--- src/rtl/core/lfu_pkg.sv ---
// Shared types and constants for the LFU cache with LRU tie break.
package lfu_pkg;

	localparam int MAX_ENTRIES = 16;
	localparam int COUNT_BITS  = 16;
	localparam int KEY_BITS    = 32;
	localparam int DATA_BITS   = 31;
	localparam int CAP_BITS    = 5;
	localparam int IDX_BITS    = (MAX_ENTRIES > 1) ? $clog2(MAX_ENTRIES) : 1;
	localparam int RANK_BITS   = IDX_BITS;
	localparam int OCC_BITS    = $clog2(MAX_ENTRIES + 1);
	localparam int CMP_BITS    = (OCC_BITS > CAP_BITS) ? OCC_BITS : CAP_BITS;

	localparam logic CMD_GET = 1'b0;
	localparam logic CMD_PUT = 1'b1;

	localparam logic [COUNT_BITS-1:0] COUNT_MAX = '1;

	typedef struct packed {
		logic                 cmd;
		logic [KEY_BITS-1:0]  key;
		logic [DATA_BITS-1:0] value;
	} req_t;

	typedef struct packed {
		logic                 found;
		logic [DATA_BITS-1:0] read_value;
		logic                 evicted;
		logic [KEY_BITS-1:0]  evicted_key;
	} rsp_t;

	// One stored entry: key, value and use count
	typedef struct packed {
		logic [KEY_BITS-1:0]   key;
		logic [DATA_BITS-1:0]  data;
		logic [COUNT_BITS-1:0] count;
	} entry_t;

	localparam int ENTRY_BITS = $bits(entry_t);

	// What one scan over the store found
	typedef struct packed {
		logic                  hit;
		logic [IDX_BITS-1:0]   hit_idx;
		logic [RANK_BITS-1:0]  hit_rank;
		logic [COUNT_BITS-1:0] hit_count;
		logic [DATA_BITS-1:0]  hit_data;
		logic                  vic;
		logic [IDX_BITS-1:0]   vic_idx;
		logic [RANK_BITS-1:0]  vic_rank;
		logic [KEY_BITS-1:0]   vic_key;
		logic [IDX_BITS-1:0]   free_idx;
	} scan_res_t;

endpackage

--- src/rtl/core/lfu_cache_lru_tiebreak.sv ---
// Top level of the LFU key-value cache with LRU tie break.
// Each request is accepted, then every entry is streamed out of the entry RAM
// through its single read port, then a commit writes the touched or inserted
// entry back and updates all recency ranks at once. A new request is accepted
// only after that commit. The result sits in an output register, so the next
// request is accepted while it waits; the commit waits while the register
// still holds an untaken result. Capacity values above MAX_ENTRIES act as
// MAX_ENTRIES; capacity 0 ignores puts. Valid bits clear at reset; no
// clearing pass is needed.
module lfu_cache_lru_tiebreak (
	input  logic                         clk,
	input  logic                         arst_n,
	input  logic                         req_valid,
	output logic                         req_ready,
	input  lfu_pkg::req_t                req,
	output logic                         rsp_valid,
	input  logic                         rsp_ready,
	output lfu_pkg::rsp_t                rsp,
	input  logic                         cfg_we,
	input  logic [lfu_pkg::CAP_BITS-1:0] cfg_wdata
);
	import lfu_pkg::*;

	localparam logic [1:0] ST_IDLE = 2'd0;
	localparam logic [1:0] ST_SCAN = 2'd1;
	localparam logic [1:0] ST_DONE = 2'd2;

	logic [1:0]           state_q;
	logic [IDX_BITS:0]    ix_q;
	logic                 vld_s1;
	logic [IDX_BITS-1:0]  idx_s1;
	req_t                 req_q;
	logic [CAP_BITS-1:0]  capacity_q;
	logic [OCC_BITS-1:0]  occ_q;
	logic [MAX_ENTRIES-1:0] valid_q;
	logic [RANK_BITS-1:0] rank_q [MAX_ENTRIES];
	logic                 rsp_valid_q;
	rsp_t                 rsp_q;

	logic                 accept;
	logic                 issue;
	logic                 commit;
	entry_t               rd_ent;
	entry_t               wr_ent;
	logic                 wr_en;
	logic [IDX_BITS-1:0]  wr_idx;
	scan_res_t            scan;
	logic [CMP_BITS-1:0]  cap_eff;
	logic                 do_touch;
	logic                 do_insert;
	logic                 do_evict;
	logic                 bump_all;
	logic [RANK_BITS-1:0] thr;
	logic [COUNT_BITS-1:0] count_inc;

	assign accept    = req_valid && req_ready;
	assign req_ready = (state_q == ST_IDLE);
	assign issue     = (state_q == ST_SCAN) && (ix_q < (IDX_BITS + 1)'(MAX_ENTRIES));
	assign commit    = (state_q == ST_DONE) && (!rsp_valid_q || rsp_ready);

	// Sequence one request: scan all entries, then commit
	always_ff @(posedge clk or negedge arst_n) begin
		if (!arst_n) begin
			state_q <= ST_IDLE;
			ix_q    <= '0;
			vld_s1  <= 1'b0;
		end else begin
			vld_s1 <= issue;
			case (state_q)
				ST_IDLE: begin
					if (accept) begin
						state_q <= ST_SCAN;
						ix_q    <= '0;
					end
				end
				ST_SCAN: begin
					if (issue) begin
						ix_q <= ix_q + 1'b1;
					end else begin
						state_q <= ST_DONE;
					end
				end
				ST_DONE: begin
					if (commit) begin
						state_q <= ST_IDLE;
					end
				end
				default: begin
					state_q <= ST_IDLE;
				end
			endcase
		end
	end

	// Hold the request and the read index of the stage after the RAM
	always_ff @(posedge clk) begin
		if (accept) begin
			req_q <= req;
		end
		idx_s1 <= ix_q[IDX_BITS-1:0];
	end

	lfu_ram #(
		.WIDTH(ENTRY_BITS),
		.DEPTH(MAX_ENTRIES)
	) u_ram (
		.clk  (clk),
		.we   (wr_en),
		.waddr(wr_idx),
		.wdata(wr_ent),
		.raddr(ix_q[IDX_BITS-1:0]),
		.rdata(rd_ent)
	);

	lfu_scan u_scan (
		.clk      (clk),
		.arst_n   (arst_n),
		.start    (accept),
		.vld_s1   (vld_s1),
		.idx_s1   (idx_s1),
		.ent      (rd_ent),
		.ent_valid(valid_q[idx_s1]),
		.ent_rank (rank_q[idx_s1]),
		.key      (req_q.key),
		.res      (scan)
	);

	// Decide what the request does to the store
	always_comb begin
		if (CMP_BITS'(capacity_q) > CMP_BITS'(MAX_ENTRIES)) begin
			cap_eff = CMP_BITS'(MAX_ENTRIES);
		end else begin
			cap_eff = CMP_BITS'(capacity_q);
		end
		do_touch  = scan.hit && ((req_q.cmd == CMD_GET) || (cap_eff != '0));
		do_insert = !scan.hit && (req_q.cmd == CMD_PUT) && (cap_eff != '0);
		do_evict  = do_insert && (CMP_BITS'(occ_q) >= cap_eff) && scan.vic;
		bump_all  = do_insert && !do_evict;
		thr       = do_touch ? scan.hit_rank : scan.vic_rank;
		count_inc = (scan.hit_count == COUNT_MAX) ? scan.hit_count
			: scan.hit_count + 1'b1;
		wr_en     = commit && (do_touch || do_insert);
		if (do_touch) begin
			wr_idx      = scan.hit_idx;
			wr_ent.key  = req_q.key;
			wr_ent.data = (req_q.cmd == CMD_PUT) ? req_q.value : scan.hit_data;
			wr_ent.count = count_inc;
		end else begin
			wr_idx       = do_evict ? scan.vic_idx : scan.free_idx;
			wr_ent.key   = req_q.key;
			wr_ent.data  = req_q.value;
			wr_ent.count = COUNT_BITS'(1);
		end
	end

	// Valid bits, occupancy and capacity
	always_ff @(posedge clk or negedge arst_n) begin
		if (!arst_n) begin
			valid_q    <= '0;
			occ_q      <= '0;
			capacity_q <= CAP_BITS'(16);
		end else begin
			if (cfg_we) begin
				capacity_q <= cfg_wdata;
			end
			if (commit && do_insert) begin
				valid_q[wr_idx] <= 1'b1;
				if (!do_evict) begin
					occ_q <= occ_q + 1'b1;
				end
			end
		end
	end

	// Age entries newer than the hit or victim (all on a free insert), slot to front
	always_ff @(posedge clk) begin
		if (wr_en) begin
			for (int j = 0; j < MAX_ENTRIES; j++) begin
				if (valid_q[j] && (bump_all || (rank_q[j] < thr))) begin
					rank_q[j] <= rank_q[j] + 1'b1;
				end
			end
			rank_q[wr_idx] <= '0;
		end
	end

	// Output register: hold the item until taken
	always_ff @(posedge clk or negedge arst_n) begin
		if (!arst_n) begin
			rsp_valid_q <= 1'b0;
		end else if (commit) begin
			rsp_valid_q <= 1'b1;
		end else if (rsp_ready) begin
			rsp_valid_q <= 1'b0;
		end
	end

	always_ff @(posedge clk) begin
		if (commit) begin
			rsp_q.found       <= scan.hit;
			rsp_q.read_value  <= scan.hit ? scan.hit_data : '0;
			rsp_q.evicted     <= do_evict;
			rsp_q.evicted_key <= do_evict ? scan.vic_key : '0;
		end
	end

	assign rsp_valid = rsp_valid_q;
	assign rsp       = rsp_q;

endmodule

--- src/rtl/core/lfu_ram.sv ---
// Generic simple dual-port RAM with registered read.
module lfu_ram #(
	parameter int WIDTH = 8,
	parameter int DEPTH = 16
) (
	input  logic                                      clk,
	input  logic                                      we,
	input  logic [((DEPTH > 1) ? $clog2(DEPTH) : 1)-1:0] waddr,
	input  logic [WIDTH-1:0]                          wdata,
	input  logic [((DEPTH > 1) ? $clog2(DEPTH) : 1)-1:0] raddr,
	output logic [WIDTH-1:0]                          rdata
);

	logic [WIDTH-1:0] mem_q [DEPTH];

	// Write port
	always_ff @(posedge clk) begin
		if (we) begin
			mem_q[waddr] <= wdata;
		end
	end

	// Registered read port
	always_ff @(posedge clk) begin
		rdata <= mem_q[raddr];
	end

endmodule

--- src/rtl/core/lfu_scan.sv ---
// Scan tracker: finds the hit, the eviction victim and the first free slot.
module lfu_scan (
	input  logic                          clk,
	input  logic                          arst_n,
	input  logic                          start,
	input  logic                          vld_s1,
	input  logic [lfu_pkg::IDX_BITS-1:0]  idx_s1,
	input  lfu_pkg::entry_t               ent,
	input  logic                          ent_valid,
	input  logic [lfu_pkg::RANK_BITS-1:0] ent_rank,
	input  logic [lfu_pkg::KEY_BITS-1:0]  key,
	output lfu_pkg::scan_res_t            res
);
	import lfu_pkg::*;

	logic                  hit_q;
	logic                  vic_q;
	logic                  free_q;
	logic [IDX_BITS-1:0]   hit_idx_q;
	logic [RANK_BITS-1:0]  hit_rank_q;
	logic [COUNT_BITS-1:0] hit_count_q;
	logic [DATA_BITS-1:0]  hit_data_q;
	logic [IDX_BITS-1:0]   vic_idx_q;
	logic [RANK_BITS-1:0]  vic_rank_q;
	logic [KEY_BITS-1:0]   vic_key_q;
	logic [COUNT_BITS-1:0] vic_count_q;
	logic [IDX_BITS-1:0]   free_idx_q;
	logic                  is_hit;
	logic                  is_vic;
	logic                  is_free;

	// Lowest count wins, then the oldest rank
	always_comb begin
		is_hit  = vld_s1 && ent_valid && (ent.key == key) && !hit_q;
		is_vic  = vld_s1 && ent_valid &&
			(!vic_q || (ent.count < vic_count_q) ||
			((ent.count == vic_count_q) && (ent_rank > vic_rank_q)));
		is_free = vld_s1 && !ent_valid && !free_q;
	end

	// Clear the flags at start, capture candidates as entries stream by
	always_ff @(posedge clk or negedge arst_n) begin
		if (!arst_n) begin
			hit_q  <= 1'b0;
			vic_q  <= 1'b0;
			free_q <= 1'b0;
		end else if (start) begin
			hit_q  <= 1'b0;
			vic_q  <= 1'b0;
			free_q <= 1'b0;
		end else begin
			if (is_hit) begin
				hit_q <= 1'b1;
			end
			if (is_vic) begin
				vic_q <= 1'b1;
			end
			if (is_free) begin
				free_q <= 1'b1;
			end
		end
	end

	// Payload of the candidates
	always_ff @(posedge clk) begin
		if (is_hit) begin
			hit_idx_q   <= idx_s1;
			hit_rank_q  <= ent_rank;
			hit_count_q <= ent.count;
			hit_data_q  <= ent.data;
		end
		if (is_vic) begin
			vic_idx_q   <= idx_s1;
			vic_rank_q  <= ent_rank;
			vic_key_q   <= ent.key;
			vic_count_q <= ent.count;
		end
		if (is_free) begin
			free_idx_q <= idx_s1;
		end
	end

	always_comb begin
		res.hit       = hit_q;
		res.hit_idx   = hit_idx_q;
		res.hit_rank  = hit_rank_q;
		res.hit_count = hit_count_q;
		res.hit_data  = hit_data_q;
		res.vic       = vic_q;
		res.vic_idx   = vic_idx_q;
		res.vic_rank  = vic_rank_q;
		res.vic_key   = vic_key_q;
		res.free_idx  = free_idx_q;
	end

endmodule

--- config.mk ---
export PLATFORM = sky130hd
export DESIGN_NAME = lfu_cache_lru_tiebreak
export DESIGN_NICKNAME = d
export VERILOG_FILES = /design/src/rtl/core/lfu_pkg.sv /design/src/rtl/core/lfu_cache_lru_tiebreak.sv /design/src/rtl/core/lfu_ram.sv /design/src/rtl/core/lfu_scan.sv
export SDC_FILE = /design/constraint.sdc
export NUM_CORES = 2
export LEC_CHECK = 0
export BUFFER_PORTS_ARGS = -buffer_cell sky130_fd_sc_hd__buf_2
export CAP_MARGIN = 30
export CORE_ASPECT_RATIO = 1.25
export CORE_MARGIN = 2
export CORE_UTILIZATION = 60
export CTS_CLUSTER_SIZE = 12
export DETAILED_ROUTE_END_ITERATION = 6
export GPL_TIMING_DRIVEN = 0
export HOLD_SLACK_MARGIN = 0.08
export PLACE_DENSITY = 0.77
export SYNTH_ARGS = -nofsm -noshare
export SYNTH_HDL_FRONTEND = slang
export SYNTH_HIERARCHICAL = 1
export SYNTH_SLANG_ARGS = --single-unit
--- constraint.sdc ---
create_clock -name clk -period 11.3 [get_ports clk]
set_input_delay 2.825 -clock clk [delete_from_list [all_inputs] [get_ports clk]]
set_output_delay 2.825 -clock clk [all_outputs]
set_load 0.01 [all_outputs]
---- Word level (Yosys, flattened, before mapping) ----
Memories as Yosys holds them, arrays and structs flattened. A register that Yosys moved wholly into a read port is not among the register bits.
Index checks and enable logic that the tools add are counted.
operators by class
  add/sub/neg operators ................... 19
  $mul .................................... 0
  divide/modulo/power cells ............... 0
  $lt $le $gt $ge ......................... 24
  eq/ne operators ......................... 9
  shift-type cells ........................ 0
  muxes and demuxes ....................... 76
  bitwise operators ....................... 3
  reduce and logical (&&, ||, !) cells .... 72
operators by type and width
  operator                                                                       number
  4-bit by 1-bit adder with 4-bit output (second input constant)                 16
  4-bit less-than comparator                                                     16
  1-bit two-way mux                                                              60
  47-bit two-way mux                                                             1
  1-bit logical AND                                                              35
  32-bit == test                                                                 1
  31-bit two-way mux                                                             1
  1-bit logical OR                                                               21
  16-bit by 1-bit adder with 16-bit output (second input constant)               1
  16-bit == test                                                                 1
  16-bit == test (second input constant)                                         1
  16-bit less-than comparator                                                    1
  16-bit two-way mux                                                             1
  16-bit bitwise OR                                                              1
  5-bit two-way mux                                                              3
  4-bit two-way mux                                                              3
  5-bit by 1-bit adder with 5-bit output (second input constant)                 2
  4-bit by 5-bit less-than comparator with 1-bit output (second input constant)  2
  5-bit case mux with 2 select lines                                             1
  2-bit nonzero test                                                             5
  1-bit zero test                                                                6
  2-bit two-way mux                                                              3
  2-bit inequality test (second input constant)                                  3
  2-bit case mux with 3 select lines                                             1
  15 further kinds                                                               17
storage, ports and cells
  register bits ........................... 286
  latch bits .............................. 0
  bits in writable memories ............... 1328
  ROM bits ................................ 0
  input bits .............................. 74
  output and inout bits ................... 67
  logic and storage cells ................. 232
  memories kept ........................... 2
memories
  name         depth  width  rd ports  clocked after Yosys merged registers in  wr ports  line                          source
  u_ram.mem_q  16     79     1         1                                        1         lfu_ram.sv:14                 logic [WIDTH-1:0] mem_q [DEPTH];
  rank_q       16     4      17        1                                        17        lfu_cache_lru_tiebreak.sv:36  logic [RANK_BITS-1:0] rank_q [MAX_ENTRIES];

---- Logic depth before layout (Yosys ltp) ----
  depth after elaboration ................. 13
  gate-level depth with buffers ........... 13
  depth with buffers taken out ............ 11

---- By module ----
Netlist, hierarchy kept.
modules (own cells, without submodules)
  module                  times used  cells an instance  area each (sq um)  seq. area each (sq um)
  lfu_ram                 1           2028               48881.9            39537.9
  lfu_cache_lru_tiebreak  1           1056               12383.1            6112.1
  lfu_scan                1           246                4465.5             3528.4

---- Least setup slack after synthesis ----
OpenSTA, ideal clock, no wires.
  path kind ............................... input -> register
  start point ............................. in rsp_ready
  end point ............................... mem u_ram/mem_q[0][0] in the netlist's numbering (enable)
  setup time .............................. 613 ps
  arrival time ............................ 9885 ps
  data required time ...................... 10687 ps
  setup slack ............................. 802 ps
  stages .................................. 8
  path buffers ............................ 2
  cells stage by stage .................... nor2b_1 nor3_2 nand2_1 inv_1 clkbuf_1 clkbuf_1 or3b_1 nor3_1
on the way
  word-level cells in the longest chain between the ends .. 5
RTL lines
  item                                     line                           source
  from (decl)                              lfu_cache_lru_tiebreak.sv:17   input logic rsp_ready,
  1-bit logical OR                         lfu_cache_lru_tiebreak.sv:59   assign commit = (state_q == ST_DONE) && (!rsp_valid_q || rsp_ready);
  1-bit logical AND                        lfu_cache_lru_tiebreak.sv:59
  1-bit logical AND                        lfu_cache_lru_tiebreak.sv:142  wr_en = commit && (do_touch || do_insert);
  via wr_en                                lfu_cache_lru_tiebreak.sv:45   logic wr_en;
  1-bit two-way mux                        lfu_ram.sv:18                  if (we) begin
  1-bit two-way mux (not written as such)  lfu_ram.sv:19                  mem_q[waddr] <= wdata;
  to (decl)                                lfu_ram.sv:14
The timed path passes the listed nets, and every way through them passes these cells.

---- Final worst setup path ----
  start point ............................. in rsp_ready
  end point ............................... mem u_ram/mem_q[4][44] in the netlist's numbering (enable)
Same word-level chain as after synthesis.

==> metrics.txt <==
# TYPE chip_impl_metric gauge
chip_impl_info{name="run_status",value="complete, no violations"} 1
chip_impl_metric{name="max-cap-violations",unit=""} 0
chip_impl_metric{name="routed_len_inst",unit="µm"} 31.6
chip_impl_metric{name="numClockSinks",unit=""} 1693
chip_impl_metric{name="global_route.overflow_total",unit=""} 0
chip_impl_metric{name="cts_made_buffers",unit=""} 165
chip_impl_metric{name="worstPathBufferInverterCount",unit=""} 8
chip_impl_metric{name="count_of_cell_types_in_the_netlist",unit=""} 67
chip_impl_metric{name="synth.yosys.seq_area_share",unit=""} 0.748
chip_impl_metric{name="final.period_utilization",unit=""} 0.592
chip_impl_metric{name="final_util",unit=""} 0.694
chip_impl_info{name="crit_slowest_cell",value="sky130_fd_sc_hd__clkbuf_1"} 1
chip_impl_metric{name="sw_frac_of_total",unit=""} 0.280
chip_impl_info{name="synthTopCellsByArea",value="sky130_fd_sc_hd__edfxtp_1, sky130_fd_sc_hd__mux4_2, sky130_fd_sc_hd__dfxtp_1"} 1
chip_impl_metric{name="post_cts_resize_count",unit=""} 0
chip_impl_metric{name="grt_pass1_vias",unit=""} 36600
chip_impl_metric{name="yosysWarningCount",unit=""} 6
chip_impl_metric{name="worst_path_largest_cell_delay",unit="ns"} 0.70
chip_impl_metric{name="clock-skew-final",unit="ns"} 0.0242
chip_impl_metric{name="net-switching-power",unit="W"} 0.00453
chip_impl_metric{name="timing_max_transition_violations_final",unit=""} 0
chip_impl_info{name="tritoncts",value="done"} 1
chip_impl_metric{name="die_outline_height",unit="µm"} 374
chip_impl_metric{name="combinationalPowerShare",unit=""} 0.220
chip_impl_metric{name="core",unit="mm²"} 0.108
chip_impl_metric{name="timing.final.setup_violations",unit=""} 0
chip_impl_metric{name="routed-via-count",unit=""} 35800
chip_impl_metric{name="grt_pass1_wl",unit="mm"} 244
chip_impl_metric{name="net_total_in_the_final_layout",unit=""} 3906
chip_impl_metric{name="ctsHoldBuffers",unit=""} 0
chip_impl_metric{name="whs",unit="ns"} 0.396
chip_impl_metric{name="worst_setup_hold_path_clk_slew",unit="ns"} 0.06
chip_impl_metric{name="finalHoldViolations",unit=""} 0
chip_impl_metric{name="remaining_drc_errors",unit=""} 0
chip_impl_metric{name="max_clock_freq",unit="MHz"} 149
chip_impl_metric{name="clkLatencyLatePin",unit="ns"} 0.79
chip_impl_info{name="synth.most_common_cell",value="sky130_fd_sc_hd__edfxtp_1"} 1
chip_impl_metric{name="num_io_pins",unit=""} 141
chip_impl_metric{name="grt_util_all_layers",unit=""} 0.302
chip_impl_metric{name="die_w",unit="µm"} 300
chip_impl_metric{name="routabilityCongestion",unit=""} 0.942
chip_impl_metric{name="synth_edf_count",unit=""} 1508
chip_impl_info{name="rsz0062_at_grt",value="false"} 1
chip_impl_metric{name="ant_nets",unit=""} 0
chip_impl_metric{name="post_synth_inst_count",unit=""} 3330
chip_impl_info{name="crit_path_end_kind",value="register"} 1
chip_impl_metric{name="post_route_cells_drive_above_1_share",unit=""} 0.247
chip_impl_metric{name="grt_antenna_before_repair",unit=""} 4
chip_impl_info{name="min_path_type",value="register to register"} 1
chip_impl_metric{name="hpwl_after_detailed_placement",unit="mm"} 103
chip_impl_metric{name="syn_avg_cell_area",unit="µm²"} 19.7
chip_impl_metric{name="arrival",unit="ns"} 7.17
chip_impl_metric{name="worst_pin_slew",unit="ns"} 1.08
chip_impl_metric{name="post-cts-setup-buffer-count",unit=""} 0
chip_impl_metric{name="async_s_r_ff_share_synth",unit=""} 0.0224
chip_impl_metric{name="detailedRoute.firstIterationViolations",unit=""} 4654
chip_impl_metric{name="grt_start_max_net_pins",unit=""} 46
chip_impl_info{name="timing.critical_path.cells",value="buf_2, nor2b_1, nor3_2, nand2_1, inv_1, clkbuf_1, clkbuf_1, nand3b_1, nor3_2, buf_6, buf_8, buf_6, buf_6"} 1
chip_impl_info{name="timing.critical_path.max_delay_family",value="simple AND/OR/NAND/NOR gates"} 1
chip_impl_metric{name="data_required_critical_path",unit="ns"} 11.78
chip_impl_metric{name="core.rowCount",unit=""} 135
chip_impl_metric{name="floorplan.initialDensity",unit=""} 0.606
chip_impl_info{name="synth_flop_cell",value="sky130_fd_sc_hd__edfxtp_1"} 1
chip_impl_metric{name="routed_wl",unit="mm"} 168
chip_impl_info{name="post_synth_most_frequent_cells",value="sky130_fd_sc_hd__edfxtp_1, sky130_fd_sc_hd__mux4_2, sky130_fd_sc_hd__a22oi_1"} 1
chip_impl_metric{name="synth_nets",unit=""} 3480
chip_impl_metric{name="total_standard_cell_area_after_synthesis",unit="mm²"} 0.0657
chip_impl_metric{name="max-vdd-ir-drop",unit="V"} 0.000177
chip_impl_metric{name="cell_internal_pwr",unit="W"} 0.0117
chip_impl_metric{name="leakage_power_total",unit="nW"} 25.2
chip_impl_metric{name="maximum_count_of_clock_buffers_along_a_single_path",unit=""} 3
chip_impl_metric{name="filler_cell_count",unit=""} 6432
chip_impl_metric{name="htree_levels",unit=""} 4
chip_impl_metric{name="detail_route.vias_per_cell",unit=""} 6.73
chip_impl_metric{name="die_area",unit="mm²"} 0.112
chip_impl_metric{name="headroom_to_the_max_slew_limit",unit=""} 0.281
chip_impl_metric{name="synth_top_area_frac",unit=""} 0.689
chip_impl_metric{name="stdcell_count",unit=""} 5326
chip_impl_metric{name="path_max_fanout",unit=""} 13
chip_impl_metric{name="period_needed",unit="ns"} 6.69
chip_impl_metric{name="clkPwrFrac",unit=""} 0.317
chip_impl_info{name="crit_path_frequent_cell",value="sky130_fd_sc_hd__buf_6"} 1
chip_impl_info{name="startpoint_type",value="input port"} 1
chip_impl_metric{name="dp.cells",unit=""} 5019
chip_impl_metric{name="synth-seq-cells",unit=""} 1693
chip_impl_metric{name="power.share.sequential",unit=""} 0.463
chip_impl_info{name="setup.worst_path.class",value="input port to register"} 1
chip_impl_metric{name="power.density",unit="mW/mm²"} 215
chip_impl_metric{name="syn2layout_area_growth",unit="%"} 14.5
chip_impl_info{name="clk_root_buffer_cell",value="sky130_fd_sc_hd__clkbuf_16"} 1
chip_impl_metric{name="drtPass1Iterations",unit=""} 6
chip_impl_info{name="synth.largest_area_cell",value="sky130_fd_sc_hd__edfxtp_1"} 1
chip_impl_metric{name="portBuffers",unit=""} 140
## registers in the layout (all words and copies together), names as in the netlist, 5 cells and up
register,count
u_ram/rdata,79
u_scan/vic_key_q,32
u_ram/mem_q,1264
capacity_q,5
u_scan/hit_count_q,16
rsp,65
req_q,64
ix_q,5
occ_q,5
u_scan/vic_count_q,16
rank_q,64
valid_q,16
u_scan/hit_data_q,31
## power by group through the flow
stage | registers [W] | logic [W] | clock network (W)
2_1_floorplan | 0.00752 | 0.00244 | 0
3_3_place_gp | 0.00762 | 0.00338 | 0
3_5_place_dp | 0.00762 | 0.00349 | 0
4_1_cts | 0.00750 | 0.00356 | 0.00521
5_1_grt | 0.00753 | 0.00376 | 0.00541
6_report | 0.00750 | 0.00357 | 0.00514
## per-layer routing
metal / vias to the layer above / share of wire / wire length [µm] / global-route usage
met5: - / 0.00020 / 34 / 0
met4: 4 / 0.046 / 7680 / 0.144
met3: 459 / 0.093 / 15700 / 0.0569
met2: 2393 / 0.51 / 85400 / 0.502
met1: 18400 / 0.35 / 59300 / 0.388
li1: 14600 / - / - / -
## cell usage in the layout (no fill, tap or decap), types with 22 or more instances in the layout
| master | netlist | layout |
|---|---|---|
| sky130_fd_sc_hd__a21oi_1 | 62 | 62 |
| sky130_fd_sc_hd__a22oi_1 | 162 | 162 |
| sky130_fd_sc_hd__a31oi_1 | 26 | 25 |
| sky130_fd_sc_hd__and2_1 | 35 | 35 |
| sky130_fd_sc_hd__and3_1 | 34 | 34 |
| sky130_fd_sc_hd__buf_12 | 0 | 39 |
| sky130_fd_sc_hd__buf_2 | 40 | 183 |
| sky130_fd_sc_hd__buf_6 | 21 | 65 |
| sky130_fd_sc_hd__clkbuf_1 | 91 | 186 |
| sky130_fd_sc_hd__clkbuf_16 | 0 | 170 |
| sky130_fd_sc_hd__dfrtp_1 | 37 | 37 |
| sky130_fd_sc_hd__dfxtp_1 | 147 | 147 |
| sky130_fd_sc_hd__edfxtp_1 | 1508 | 1508 |
| sky130_fd_sc_hd__ha_1 | 76 | 76 |
| sky130_fd_sc_hd__inv_1 | 60 | 60 |
| sky130_fd_sc_hd__mux2_2 | 38 | 38 |
| sky130_fd_sc_hd__mux4_2 | 341 | 341 |
| sky130_fd_sc_hd__nand2_1 | 102 | 102 |
| sky130_fd_sc_hd__nand3_1 | 50 | 50 |
| sky130_fd_sc_hd__nand4_1 | 23 | 23 |
| sky130_fd_sc_hd__nor2_1 | 74 | 60 |
| sky130_fd_sc_hd__o2111a_1 | 25 | 25 |
| sky130_fd_sc_hd__o21ai_0 | 30 | 30 |
| sky130_fd_sc_hd__o31ai_1 | 22 | 22 |
| sky130_fd_sc_hd__xnor2_1 | 64 | 64 |
| sky130_fd_sc_hd__xor2_1 | 23 | 23 |
## cell families (layout without fill, tap and decap cells)
| logic type | count (synthesis) | in the layout | synth area share |
|---|---|---|---|
| flops | 1693 | 1693 | 0.748 |
| compound gates | 449 | 449 | 0.0515 |
| mux | 400 | 400 | 0.127 |
| simple gates | 388 | 388 | 0.0303 |
| buf+inv | 237 | 792 | 0.0174 |
| xor+xnor | 87 | 87 | 0.0116 |
| fa+ha+maj | 76 | 76 | 0.0145 |
| other cells | 0 | 3 | 0 |
## path summary, 6_finish.rpt
| path | startpoint | to | slack [ns] | cells past startpoint |
|---|---|---|---|---|
| setup / recovery | rsp_ready | u_ram/mem_q[4][44] | 4.61 | 13 |
| hold / removal | u_ram/rdata[26] | u_scan/hit_data_q[10] | 0.40 | 0 |
| setup reg to reg | u_scan/hit_q | u_ram/mem_q[4][44] | 5.72 | 14 |
| hold reg to reg | u_ram/rdata[26] | u_scan/hit_data_q[10] | 0.40 | 0 |
| max in group asynchronous | arst_n | capacity_q[4] | 9.05 | 2 |
| min in group asynchronous | arst_n | capacity_q[3] | 2.00 | 2 |
## area by class of cell
| type | count | area (µm²) | area share |
|---|---|---|---|
| clock buffers | 275 | 4740 | 0.0630 |
| clock inverters | 21 | 220 | 0.00293 |
| plain buffers | 176 | 917 | 0.0122 |
| diodes | 3 | 7.51 | 0.0000997 |
| repair buffers | 259 | 2620 | 0.0347 |
| multi-input cells | 1400 | 15600 | 0.207 |
| well taps | 1438 | 1800 | 0.0239 |
| flip-flops and latches | 1693 | 49200 | 0.653 |
| inverters | 61 | 229 | 0.00304 |
## worst register-to-register path, delay by kind of cell, from the launching register on
kind | cells | cell delay [ns]
flip-flops | 1 | 0.41
buffers and inverters | 9 | 2.72
AND/OR/NAND/NOR | 5 | 2.15
## metrics by stage
step                TNS [ns]  setup slack (ns)  area, µm²  power (W)
floorplan                  0             0.802      65700    0.00995
global placement    -4016.30             -7.11      68200     0.0110
detailed placement         0              4.06      70200     0.0111
CTS                        0              4.81      75100     0.0163
global route               0              4.51      75300     0.0167
finish                     0              4.61      75300     0.0162
Note: power is estimated with default switching activity, not from simulation.
